===== src/sv/dtt_pkg.sv =====
package dtt_pkg;

  // Request codes
  localparam logic [2:0] F_ADD     = 3'd0;
  localparam logic [2:0] F_CANCEL  = 3'd1;
  localparam logic [2:0] F_REFRESH = 3'd2;
  localparam logic [2:0] F_RESET   = 3'd3;
  localparam logic [2:0] F_EXPIRE  = 3'd4;
  localparam logic [2:0] F_QUERY   = 3'd5;

  // Result status codes
  localparam logic [1:0] ST_OK       = 2'd0;
  localparam logic [1:0] ST_INACTIVE = 2'd1;
  localparam logic [1:0] ST_FULL     = 2'd2;
  localparam logic [1:0] ST_NONE     = 2'd3;

  // Most results one expire request may produce
  localparam int unsigned MAX_RESULTS = 16;
  // Slot index width carried along the chain (covers up to 256 slots)
  localparam int unsigned IDX_W = 8;

  typedef enum logic [2:0] {
    CO_NONE,
    CO_ADD,
    CO_CANCEL,
    CO_DL,
    CO_PER_DL,
    CO_EXPIRE,
    CO_CLR_TAKEN
  } cell_op_e;

  typedef enum logic [1:0] {
    SC_FREE,
    SC_DUE,
    SC_ACTIVE,
    SC_OTHER
  } scan_e;

  // Command broadcast to every cell
  typedef struct packed {
    cell_op_e    op;
    logic [63:0] dl;
    logic [31:0] per;
    logic        rec;
  } cmd_t;

  // Running best candidate handed from cell to cell
  typedef struct packed {
    logic             found;
    logic [63:0]      dl;
    logic [IDX_W-1:0] idx;
  } carry_t;

endpackage


===== src/sv/dtt_cell.sv =====
module dtt_cell #(
  parameter int unsigned IDX = 0
) (
  input  logic             clk_i,
  input  logic             rst_ni,
  input  logic             sel_i,
  input  dtt_pkg::cmd_t    cmd_i,
  input  dtt_pkg::scan_e   mode_i,
  input  logic [63:0]      now_i,
  input  dtt_pkg::carry_t  carry_i,
  output dtt_pkg::carry_t  carry_o,
  output logic [63:0]      dl_o,
  output logic [31:0]      per_o,
  output logic             act_o
);

  localparam int unsigned IDX_W = dtt_pkg::IDX_W;

  logic [63:0] dl_q;
  logic [31:0] per_q;
  logic        rec_q;
  logic        act_q;
  logic        taken_q;
  logic        cand;
  logic        take;
  dtt_pkg::carry_t carry_q;

  // Decide whether this slot beats the incoming best
  always_comb begin
    case (mode_i)
      dtt_pkg::SC_FREE:   cand = !act_q;
      dtt_pkg::SC_DUE:    cand = act_q && !taken_q && (dl_q <= now_i);
      dtt_pkg::SC_ACTIVE: cand = act_q;
      dtt_pkg::SC_OTHER:  cand = act_q && !sel_i;
      default:            cand = 1'b0;
    endcase
    if (mode_i == dtt_pkg::SC_FREE) begin
      take = cand && !carry_i.found;
    end else begin
      take = cand && (!carry_i.found || (dl_q < carry_i.dl));
    end
  end

  // Hand the best on to the next cell
  always_ff @(posedge clk_i) begin
    if (take) begin
      carry_q.found <= 1'b1;
      carry_q.dl    <= dl_q;
      carry_q.idx   <= IDX_W'(IDX);
    end else begin
      carry_q <= carry_i;
    end
  end

  // Apply slot updates
  always_ff @(posedge clk_i or negedge rst_ni) begin
    if (!rst_ni) begin
      dl_q    <= '0;
      per_q   <= '0;
      rec_q   <= 1'b0;
      act_q   <= 1'b0;
      taken_q <= 1'b0;
    end else begin
      if (cmd_i.op == dtt_pkg::CO_CLR_TAKEN) begin
        taken_q <= 1'b0;
      end else if (sel_i) begin
        case (cmd_i.op)
          dtt_pkg::CO_ADD: begin
            dl_q  <= cmd_i.dl;
            per_q <= cmd_i.per;
            rec_q <= cmd_i.rec;
            act_q <= 1'b1;
          end
          dtt_pkg::CO_CANCEL: act_q <= 1'b0;
          dtt_pkg::CO_DL:     dl_q  <= cmd_i.dl;
          dtt_pkg::CO_PER_DL: begin
            dl_q  <= cmd_i.dl;
            per_q <= cmd_i.per;
          end
          dtt_pkg::CO_EXPIRE: begin
            taken_q <= 1'b1;
            if (rec_q) begin
              dl_q <= cmd_i.dl;
            end else begin
              act_q <= 1'b0;
            end
          end
          default: ;
        endcase
      end
    end
  end

  assign carry_o = carry_q;
  assign dl_o    = dl_q;
  assign per_o   = per_q;
  assign act_o   = act_q;

endmodule


===== config.mk =====
export PLATFORM = sky130hd
export DESIGN_NAME = dtt_cell
export DESIGN_NICKNAME = d
export VERILOG_FILES = /design/src/sv/dtt_pkg.sv /design/src/sv/dtt_cell.sv
export SDC_FILE = /design/constraint.sdc
export NUM_CORES = 1
export LEC_CHECK = 0
export ABC_AREA = 1
export ABC_CLOCK_PERIOD_IN_PS = 4250
export BUFFER_PORTS_ARGS = -buffer_cell sky130_fd_sc_hd__buf_2
export CAP_MARGIN = 15
export CELL_PAD_IN_SITES_DETAIL_PLACEMENT = 1
export CELL_PAD_IN_SITES_GLOBAL_PLACEMENT = 2
export CORE_MARGIN = 1.5
export CORE_UTILIZATION = 25
export DETAILED_ROUTE_END_ITERATION = 7
export GPL_TIMING_DRIVEN = 0
export PLACE_DENSITY_LB_ADDON = 0.25
export SYNTH_ARGS = -nofsm -noshare
export SYNTH_HDL_FRONTEND = slang
export SYNTH_SLANG_ARGS = --single-unit

===== constraint.sdc =====
create_clock -name clk_i -period 4.25 [get_ports clk_i]
set_clock_uncertainty 0.2 [all_clocks]
set_input_delay 0 -clock clk_i [delete_from_list [all_inputs] [get_ports clk_i]]
set_output_delay 0 -clock clk_i [all_outputs]
set_load 0.005 [all_outputs]

### Word level (Yosys, flattened, before mapping)

Cells that the tools add are included.

| storage, ports and cells | value |
|---|---|
| register bits | 172 |
| input bits | 242 |
| logic and storage cells | 54 |

| cells by class | value |
|---|---|
| $lt $le $gt $ge | 2 |
| equality and inequality tests | 11 |
| mux-type cells | 10 |
| bitwise operators | 1 |
| reduce and logical (&&, ||, !) cells | 22 |

Operators by type and width:

| cell | count |
|---|---|
| 64-bit case mux with 2 select lines | 1 |
| 72-bit 2-to-1 mux | 1 |
| 64-bit less-or-equal comparator | 1 |
| 64-bit less-than comparator | 1 |
| 64-bit 2-to-1 mux | 1 |
| 3-bit == test, second input constant | 3 |
| 4-bit AND reduction | 2 |
| 3-bit by 2-bit == test with 1-bit output, second input constant | 2 |
| 3-bit AND reduction | 2 |
| 2-bit nonzero test | 3 |
| 1-bit logical AND | 5 |
| 1-bit 2-to-1 mux | 5 |
| 2-bit == test, second input constant | 2 |
| 1-bit logical NOT | 4 |
| 2-bit != test, second input constant | 2 |
| 1-bit case mux with 4 select lines | 1 |
| 3-bit by 1-bit == test with 1-bit output, second input constant | 1 |
| 1-bit case mux with 3 select lines | 1 |
| 3-bit nonzero test | 1 |
| 3-bit OR reduction | 1 |
| 2-bit by 1-bit == test with 1-bit output, second input constant | 1 |
| 2-bit logical NOT | 1 |
| 2-bit AND reduction | 1 |
| 2-bit OR reduction | 1 |
| other kinds (2) | 2 |

### Longest topological paths before layout

Gate-level depths: netlist (run 1).

| logic depth | value |
|---|---|
| word-level depth | 7 |
| gate-level depth with buffers | 22 |
| mapped depth without buffers | 21 |

### Worst setup path after synthesis (run 1)

No wires, ideal clock.

| path | value |
|---|---|
| path type | reg2reg |
| from | reg dl_q[63] (netlist: dl_o[63]) |
| to | reg carry_q (netlist bit carry_o[10]) |
| library setup time | 0.113 ns |
| arrival | 1.966 ns |
| setup slack | 1.971 ns |
| stages on the path, launching flop included | 15 |
| buffers on the path | 1 |
| clock period less this slack | 2.279 ns |
| cells stage by stage | dfrtp_1 > ha_1 > nand2_1 > nor2_2 > nand2_1 > nor3b_2 > and3b_1 > nand3b_1 > nand2_1 > nand2_1 > nand2_2 > nand3_4 > buf_6 > nand2_1 > nand2_1 |

| on the way | value |
|---|---|
| word-level cells in the longest chain between the ends | 6 |
| elaborated cells between the ends (all ways) | 9 |

Ends and longest elaborated chain:

| item | line | source |
|---|---|---|
| start, declared | dtt_cell.sv:19 | `logic [63:0] dl_q;` |
| start signal, assigned | dtt_cell.sv:69 | `dl_q <= cmd_i.dl;` |
| start signal, assigned | dtt_cell.sv:75 | `dtt_pkg::CO_DL: dl_q <= cmd_i.dl;` |
| start signal, assigned | dtt_cell.sv:77 | `dl_q <= cmd_i.dl;` |
| 64-bit less-or-equal comparator | dtt_cell.sv:32 | `dtt_pkg::SC_DUE: cand = act_q && !taken_q && (dl_q <= now_i);` |
| 1-bit logical AND | dtt_cell.sv:32 |  |
| 1-bit case mux with 4 select lines | dtt_cell.sv:30 | `case (mode_i)` |
| 1-bit logical AND, on equally long branches | dtt_cell.sv:40, dtt_cell.sv:38 |  |
| 1-bit 2-to-1 mux (*) | dtt_cell.sv:37 | `if (mode_i == dtt_pkg::SC_FREE) begin` |
| 72-bit 2-to-1 mux (*) | dtt_cell.sv:46 | `if (take) begin` |
| end signal, assigned | dtt_cell.sv:51 | `carry_q <= carry_i;` |
| end, declared | dtt_cell.sv:26 | `dtt_pkg::carry_t carry_q;` |

Mark *: on every way between the ends. The rest lies on a longest branch, timed or not.
A chain may end at the register's enable or synchronous reset.

### Final worst setup path (run 1)

| path | value |
|---|---|
| from | reg dl_q[61] (netlist: dl_o[61]) |
| to | reg carry_q (netlist bit carry_o[8]) |

The elaborated chain is that of the path after synthesis.

==> results.ini, run 1 <==
[die]
start_util_pct=25.2
die_h_um=200
die_w_um=200
core_area_sq_mm=0.0385
row_count=72
die_area_sq_mm=0.0400
ios=412

[power_and_ir_drop]
p_int_uw=3730
p_per_area_mw_per_mm2=380
p_sw_share_pct=34.1
ir_drop_v=0.000269
pwr-share-comb_pct=33.7
pwr-share-seq_pct=39.0
pwr-share-clk_pct=27.3
p_sw_uw=1940
p_leak_uw=0.00801

[synthesis]
yosysWarnings=0
netlist_area_sq_mm=0.00971
syn-num-nets=1442
synth.distinct_cells=33
synthCells=1073
syn_avg_cell_area_sq_um=9.05
seq_area_frac_synth_pct=40.6
ys_ff_latch=172

[layout]
mostFrequentLayoutCells=buf_2 (424), nand2_1 (245), dlygate4sd3_1 (187), inv_1 (162), ha_1 (127)
final_core_util_pct=38.8
fin_area_sq_mm=0.0149
syn_to_final_growth_pct=53.6
layout_commonest_cell=buf_2
drive_above_1_share_pct=34.0
nNetsFinal=2061
fillerInstances=4642

[drt]
routed_via_density=4.34
dr.pass1.iters=4
wl_per_cell_um=16.5
wl_um=36800
drt_iter0_markers=168
via_count=9674
drc_errors=0
antenna_left=0

[placed_design]
gp_congestion=0.742
port-buffer-count=411
dp_hpwl_um=28800
place_area_sq_mm=0.0124

[timing]
final.min_clock_period_ns=3.82
tns_ns=0
slew_headroom_pct=53.2
rsz0062_at_grt=false
worstMarginPinSlew_ns=0.702
slew_viol_final=0
final_hold_viol_count=0
final.period_utilization_pct=89.9
setup_viol=0
max_freq_mhz=262

[worst_setup_path]
required_ns=4.44
endpoint_kind=flip-flop
crit_fanout=10
critPathKind=flip-flop to flip-flop
cp-start-kind=flip-flop
crit_arrival_ns=4.01

[clock_tree]
clk_pin_slew_ns=0.07
cts_inserted_buffers=17
cts_setup_buffers=0
cts_tree=done
clk_latency_ns=0.44
cts_sinks=172
cts-root-buf=clkbuf_16
cts_buffer_depth=2
htree_num_levels=4

[status]
status=completed

[global_route]
grt_pass1_vias=10451
antenna_found_initial=6
grt_usage_pct=18.7
grt_pass1_wl_um=56900
grt_start_max_net_pins=67
gr-total-overflow=0

[min_path]
min_path_type=primary input to flip-flop

[run]
drv_cap=0

stage by stage:
stage                     power [uW]  instances  hold WS [ns]  setup slack (ns)
after floorplan                 3140       1073        -0.496              1.97
after global placement          3970       2002       -0.0180              1.09
after detailed placement        4030       2003        -0.263              1.10
after CTS                       5790       2223      0.000636             0.350
after global routing            6120       2227        0.0716            0.0733
final                           5670       2227        0.0247             0.431
cells in the mapped netlist, drive strengths merged:
master / number / area share [%]
nand2: 246 / 9.5
inv: 162 / 6.3
ha: 127 / 16
dfrtp: 99 / 26
mux2: 96 / 11
nand4: 75 / 4.8
dfxtp: 73 / 15
a21oi: 68 / 3.5
buf: 37 / 2.9
nor2: 31 / 1.2
o21ai: 23 / 1.2
nand3: 13 / 0.80
nor3: 5 / 0.26
o21a: 4 / 0.31
nor4: 3 / 0.26
o211ai: 2 / 0.15
or2: 2 / 0.13
a211oi: 1 / 0.077
a21o: 1 / 0.077
a31oi: 1 / 0.064
and3b: 1 / 0.090
clkbuf: 1 / 0.039
nand3b: 1 / 0.077
nor3b: 1 / 0.13
registers in the layout (all words and copies together) (netlist names):
| register | count |
|---|---|
| carry_o | 73 |
| dl_o | 64 |
| per_o | 32 |
| act_o | 1 |
| rec_q | 1 |
| taken_q | 1 |
final timing paths:
kind / from / to / slack, ns / cells past startpoint
setup / recovery: dl_o[61] / carry_o[8] / 0.43 / 15
hold / removal: mode_i[1] / carry_o[9] / 0.02 / 7
setup reg to reg: dl_o[61] / carry_o[8] / 0.43 / 15
hold reg to reg: per_o[3] / per_o[3] / 0.30 / 1
max in group asynchronous: rst_ni / dl_o[6] / 3.05 / 4
min in group asynchronous: rst_ni / dl_o[37] / 0.41 / 4
per-layer routing:
layer  wire [um]  up-vias  part of all wire, %  GRT usage [%]
li1            -     4809                    -              -
met1       15800     4602                   43           22.4
met2       18500      227                   50           33.1
met3        1870       30                  5.1           4.18
met4         582        6                  1.6           5.74
met5          39        -                 0.11              0
power by group through the flow:
stage	sequential [uW]	clock (uW)	combinational [uW]
global route	2260	1670	2190
CTS	2220	1620	1950
finish	2210	1550	1910
floorplan	2210	0	936
detailed placement	2250	0	1780
global placement	2240	0	1730
critical path, cell delays in order (launching register included):
cell and delay [ns]:
dfrtp_1 0.47, ha_1 0.34, nand4_1 0.16, nor2_1 0.17, nand2_1 0.13, nor2_1 0.11
inv_1 0.09, nor4_1 0.27, nand2_1 0.14, nand2_1 0.07, nand2_1 0.12, nand3_4 0.25
nand2_1 0.08, dlygate4sd3_1 0.56, nand2_1 0.06, dlygate4sd3_1 0.53
layout make-up:
class / count / area (sq um) / share of cell area [%]
clock inverter: 12 / 114 / 0.764
antenna: 4 / 10.0 / 0.0671
tap: 518 / 648 / 4.35
buffer: 38 / 288 / 1.93
timing repair buffer: 600 / 3980 / 26.7
inverter: 162 / 608 / 4.08
clock buffer: 20 / 447 / 3.00
multi-input combinational: 701 / 4870 / 32.7
sequential: 172 / 3940 / 26.4
kinds of logic after synthesis:
kind of cell	synth area share [%]
adders and majority gates	16.4
AOI/OAI and AO/OA	5.37
buffers and inverters	9.23
and+or+nand+nor	17.3
DFF	40.6
muxes	11.1
timing repair:
item,in CTS,in global routing
hold buffers,188,0
gates resized for setup,0,0
endpoints found under the hold margin,271,0
No activity file was read; power rests on OpenSTA's default activity.
==> run 2: changes to the inputs <==
CTS_BUF_LIST = sky130_fd_sc_hd__clkbuf_2   (was unset)
==> run 2 against run 1 <==
- the flow now stops in 4_1_cts
- area after synthesis stayed put
- synthesized cell count stayed put
==> results.ini, run 2 <==
[die]
start_util_pct=25.2
die_w_um=200
row_count=72
ios=412
die_h_um=200

[synthesis]
yosys-top-cells-count=nand2_1 (245), inv_1 (162), ha_1 (127), dfrtp_1 (99), mux2_2 (96)
synth_most_common_cell=nand2_1
synthCells=1073
netlist_area_sq_mm=0.00971
synth_area_leaders=dfrtp_1 (26%), ha_1 (16%), dfxtp_1 (15%)
yosysWarnings=0
async_flop_share_pct=57.6
synth.distinct_cells=33
synth_edf_count=0
yosysTopAreaCell=dfrtp_1
synthFlopType=dfrtp_1
syn-num-nets=1442
syn_avg_cell_area_sq_um=9.05
ys_ff_latch=172
synth_top_area_share_pct=25.5
seq_area_frac_synth_pct=40.6

[clock_tree]
cts-root-buf=clkbuf_2
ctsHoldBuffers=408
cts_sinks=172
cts_setup_buffers=0
cts_inserted_buffers=17
cts_resized=0
cts_buffer_depth=2
htree_num_levels=4

[placed_design]
gp_congestion=0.742
port-buffer-count=411
dp_hpwl_um=28800

[status]
stop_stage=4_1_cts
status=did not finish
tool.error=[ERROR RSZ-0060] Max buffer count reached.

run 2: cell counts after synthesis:
No cell type changed its count.
run 2: cells by family after synthesis:
logic type / after synthesis / synth area share (%)
muxes: 96 / 11.1
DFF: 172 / 40.6
and+or+nand+nor: 378 / 17.3
buffers and inverters: 200 / 9.23
adders and majority gates: 127 / 16.4
AOI/OAI and AO/OA: 100 / 5.37
run 2: metrics by stage:
step / util, % / area [sq um] / std cells / hold slack, ns / worst slack, ns
after global placement: 32.3 / 12400 / 2002 / -0.0180 / 1.09
after detailed placement: 32.4 / 12400 / 2003 / -0.263 / 1.10
after floorplan: - / 9710 / 1073 / -0.496 / 1.97
==> run 3: changes to the inputs <==
CELL_PAD_IN_SITES_DETAIL_PLACEMENT = unset   (was 1)
CELL_PAD_IN_SITES_GLOBAL_PLACEMENT = unset   (was 2)
CORE_UTILIZATION = 20   (was 25)
CTS_BUF_LIST = unset   (was sky130_fd_sc_hd__clkbuf_2)
PLACE_DENSITY_LB_ADDON = 0.15   (was 0.25)
==> run 3 against run 2 <==
- the flow now finishes without violations
==> results.ini, run 3 (synthesis results as in run 1) <==
[placed_design]
place_area_sq_mm=0.0126
dp_hpwl_um=29200
gp_congestion=0.765
port-buffer-count=411

[power_and_ir_drop]
p_sw_share_pct=34.1
pwr-share-clk_pct=28.7
p_sw_uw=1980
ir_drop_v=0.000223
p_leak_uw=0.00809
p_int_uw=3830
p_per_area_mw_per_mm2=382
pwr-share-comb_pct=33.1
pwr-share-seq_pct=38.1

[layout]
largest_register_ffs=73
sequential_cell_area_sq_mm=0.00394
syn_to_final_growth_pct=56.7
layout_commonest_cell=buf_2
fin_area_sq_mm=0.0152
fillerInstances=5106
multi_input_area_sq_mm=0.00487
drive_above_1_share_pct=33.8
mostFrequentLayoutCells=buf_2 (424), nand2_1 (245), dlygate4sd3_1 (200), inv_1 (162), ha_1 (127)
nNetsFinal=2074

[worst_setup_path]
critPathMostFrequentCell=nand2_1
crit_slowest_cell=dlygate4sd3_1
r2r_cells=15
critPathKind=flip-flop to flip-flop
crit_cells=15
cp-start-kind=flip-flop
crit_path_max_incr_delay_ns=0.55
path_cells=ha_1 > nand2_1 > nor2_2 > nand2_1 > nor3b_2 > and3b_1 > nand3b_1 > nand2_1 > nand2_1 > nand2_2 > nand3_4 > nand2_1 > dlygate4sd3_1 > nand2_1 > dlygate4sd3_1
required_ns=4.43
endpoint_kind=flip-flop
crit_fanout=10
critPathTopFamily=simple AND/OR/NAND/NOR gates
crit_arrival_ns=4.10
critPathBufInv=2

[die]
row_count=80
ios=412
core_area_sq_mm=0.0478
die_area_sq_mm=0.0499
start_util_pct=20.3
die_w_um=223
die_h_um=223

[status]
status=completed

[run]
drv_cap=0

[timing]
final.period_utilization_pct=92.3
tns_ns=0
rsz0062_at_grt=false
max_freq_mhz=255
setup_viol=0
final.min_clock_period_ns=3.92
slew_headroom_pct=42.2
final_hold_viol_count=0
slew_viol_final=0
worstMarginPinSlew_ns=0.868

[drt]
wl_um=37700
routed_via_density=4.10
drt_iter0_markers=284
antenna_left=0
drc_errors=0
wl_per_cell_um=16.1
dr.pass1.iters=4
via_count=9586

[global_route]
grt_usage_pct=15.4
use_met2_pct=26.4
grt_pass1_wl_um=57600
gr-total-overflow=0
grt_pass1_vias=10251
use_met1_pct=18.2
antenna_found_initial=7
grt_start_max_net_pins=54
busiest_layer=met2
met3_usage_pct=4.06

[min_path]
min_path_type=primary input to flip-flop
worstHoldPathCells=4

[clock_tree]
cts_tree=done
cts_resized=0
cts_sinks=172
htree_num_levels=4
cts_inserted_buffers=17
cts_buffer_depth=2
clk_latency_ns=0.50
clk_pin_slew_ns=0.07
cts-root-buf=clkbuf_16

run 3: timing repair:
item,4_1_cts,5_1_grt
buffers inserted,0,0
hold buffers,201,0
hold endpoints to repair,271,0
run 3: power groups by stage:
stage	Combinational, uW	Clock, uW	Sequential [uW]
after global routing	2190	1790	2260
after floorplan	936	0	2210
after global placement	1760	0	2250
final	1920	1670	2220
after CTS	1960	1760	2220
after detailed placement	1780	0	2260
run 3: cell type report:
type	instances	area share [%]
Sequential cell	172	25.9
Tap cell	615	5.06
Inverter	162	4.00
Timing Repair Buffer	613	27.1
Buffer	38	1.89
Antenna cell	5	0.0822
Clock inverter	12	0.905
Clock buffer	20	3.07
Multi-Input combinational cell	701	32.0
run 3: through the flow:
step	hold WS, ns	total power (uW)	setup WS [ns]	util [%]	std cells
after floorplan	-0.496	3140	1.97	-	1073
after global placement	-0.0190	4010	1.07	26.2	2099
after detailed placement	-0.194	4030	1.08	26.3	2100
after CTS	0.00126	5940	0.219	31.8	2333
after global routing	0.0406	6250	0.00766	31.8	2338
final	0.0436	5810	0.329	31.8	2338
run 3: per-layer routing:
metal  wire, um  up-vias
li1           -     4842
met1      16400     4444
met2      18500      255
met3       1940       43
met4        847        2
met5          7        -
run 3: tightest hold or removal path: stages:
cell and delay, ns:
dlygate4sd3_1 0.53, buf_2 0.10, nand2_1 0.04, inv_1 0.04
run 3: final timing paths:
path                            slack [ns]     endpoint       start
worst max-delay path                  0.33  carry_o[71]    dl_o[63]
worst min-delay path                  0.04   carry_o[7]  carry_i[7]
worst max register to register        0.33  carry_o[71]    dl_o[63]
worst min register to register        0.30    per_o[20]   per_o[20]
max in group asynchronous             3.16    per_o[23]      rst_ni
min in group asynchronous             0.39     dl_o[34]      rst_ni
==> run 4: changes to the inputs <==
BUFFER_PORTS_ARGS = -buffer_cell sky130_fd_sc_hd__buf_4   (was -buffer_cell sky130_fd_sc_hd__buf_2)
SETUP_SLACK_MARGIN = 0.05   (was unset)
==> run 4 against run 3 <==
- cell count fell by 0.13%
- first-iteration DRC count down 4.2%
- via count grew 0.35%
- routed wire length increased by 1.8%
==> results.ini, run 4 (synthesis results as in run 1) <==
[layout]
syn_to_final_growth_pct=67.7
final_core_util_pct=34.0
layout_commonest_cell=buf_4
nNetsFinal=2074
largest_register_ffs=73
drive_above_1_share_pct=33.7
mostFrequentLayoutCells=buf_4 (416), nand2_1 (245), dlygate4sd3_1 (200), inv_1 (162), ha_1 (127)

[run]
drv_cap=0

[global_route]
grt_pass1_wl_um=58500
grt_start_max_net_pins=54
grt_usage_pct=15.7
grt_pass1_vias=10174
antenna_found_initial=3
gr-total-overflow=0

[status]
status=completed

[worst_setup_path]
startpoint=dl_o[63]
rr_endpoint=carry_o[71]
required_ns=4.43
timing.rr.start=dl_o[63]
endpoint_kind=flip-flop
crit_fanout=10
r2r_cells=15
crit_arrival_ns=4.04
critPathKind=flip-flop to flip-flop
cp-start-kind=flip-flop
r2r_slack_ns=0.39

[power_and_ir_drop]
p_per_area_mw_per_mm2=380
p_leak_uw=0.00848
ir_drop_v=0.000231

[timing]
setup_viol=0
slew_viol_final=0
tns_ns=0
timing.hold.ws_ns=0.0499
rsz0062_at_grt=false
max_freq_mhz=259
final.period_utilization_pct=90.9
slew_headroom_pct=38.6
final.min_clock_period_ns=3.86
final_hold_viol_count=0
worstMarginPinSlew_ns=0.921

[drt]
routed_via_density=4.12
drt_iter0_markers=272
dr.pass1.iters=5
wl_um=38400
wl_per_cell_um=16.4
antenna_left=0
drc_errors=0
via_count=9620

[clock_tree]
cts_tree=done
cts_buffer_depth=2
cts_setup_buffers=0
cts_inserted_buffers=17
clk_pin_slew_ns=0.06
htree_num_levels=4
cts-root-buf=clkbuf_16
clk_latency_ns=0.50
cts_sinks=172

[die]
die_area_sq_mm=0.0499
start_util_pct=20.3
die_w_um=223
core_area_sq_mm=0.0478
ios=412
die_h_um=223
row_count=80

[min_path]
worst_hold_startpoint=carry_i[7]
worstHoldPathCells=4
hold_end=carry_o[7]
min_path_type=primary input to flip-flop

[placed_design]
gp_congestion=0.776
port-buffer-count=411
dp_hpwl_um=29600

[run 4: cell types whose count changed in the layout (fill, tap and decap cells not counted), moves of 2 or more]
cell	before	now
buf_4	6	416
clkinvlp_4	4	1
diode_2	5	2
bufinv_16	2	4
buf_2	424	14
clkbuf_1	1	3
[run 4: worst max-delay path by stage]
stage                     slack [ns]          end
after detailed placement        1.02  carry_o[65]
after CTS                       0.26  carry_o[71]
after floorplan                 1.97  carry_o[10]
after global routing            0.08   carry_o[9]
final                           0.39  carry_o[71]
after global placement          1.06  carry_o[67]
[run 4: through the flow]
step	instances	power, uW	setup slack, ns	instance area, sq um
final	2335	6180	0.386	16300
after global routing	2334	6630	0.0795	16300
after CTS	2333	6320	0.258	16300
after detailed placement	2100	4280	1.02	13600
after global placement	2099	4250	1.06	13600
after floorplan	1073	3140	1.97	9710
[run 4: where the power goes]
part | internal [uW] | leakage [uW] | switching, uW | total (uW)
sequential | 1950 | 0.00178 | 283 | 2230
combinational | 1190 | 0.00638 | 970 | 2160
clock | 1050 | 0.000314 | 746 | 1790
total | 4190 | 0.00848 | 2000 | 6180
[run 4: worst max-delay path, cell delays in order, from the launching register on]
cell and delay (ns):
dfrtp_1 0.47, ha_1 0.34, nand2_1 0.08, nor2_2 0.12
nand2_1 0.13, nor3b_4 0.28, and3b_1 0.28, nand3b_1 0.10
nand2_1 0.09, nand2_1 0.06, nand2_2 0.10, nand3_4 0.23
nand2_1 0.12, dlygate4sd3_1 0.56, nand2_1 0.05, dlygate4sd3_1 0.55
[run 4: area by class of cell]
type                    instances  area [sq um]
fillers                      5010         31600
repair buffers                613          5150
multi-input cells             701          4880
flip-flops and latches        172          3940
well taps                     615           769
inverters                     162           608
clock buffers                  23           488
plain buffers                  38           288
clock inverters                 9           159
diodes                          2          5.00
[run 4: metal layers]
metal | global-route usage, % | share of wire [%] | wire length (um) | up-vias
met1 | 18.4 | 43 | 16500 | 4506
li1 | - | - | - | 4826
met3 | 4.71 | 5.8 | 2220 | 42
met5 | 0 | 0.018 | 7 | -
met2 | 27.0 | 49 | 18900 | 244
met4 | 5.60 | 1.9 | 723 | 2
[run 4: what timing repair did]
item	in CTS	in global routing
hold buffers	201	0
endpoints found under the hold margin	271	0
gates resized for setup	0	1
endpoints found under the setup margin	0	1
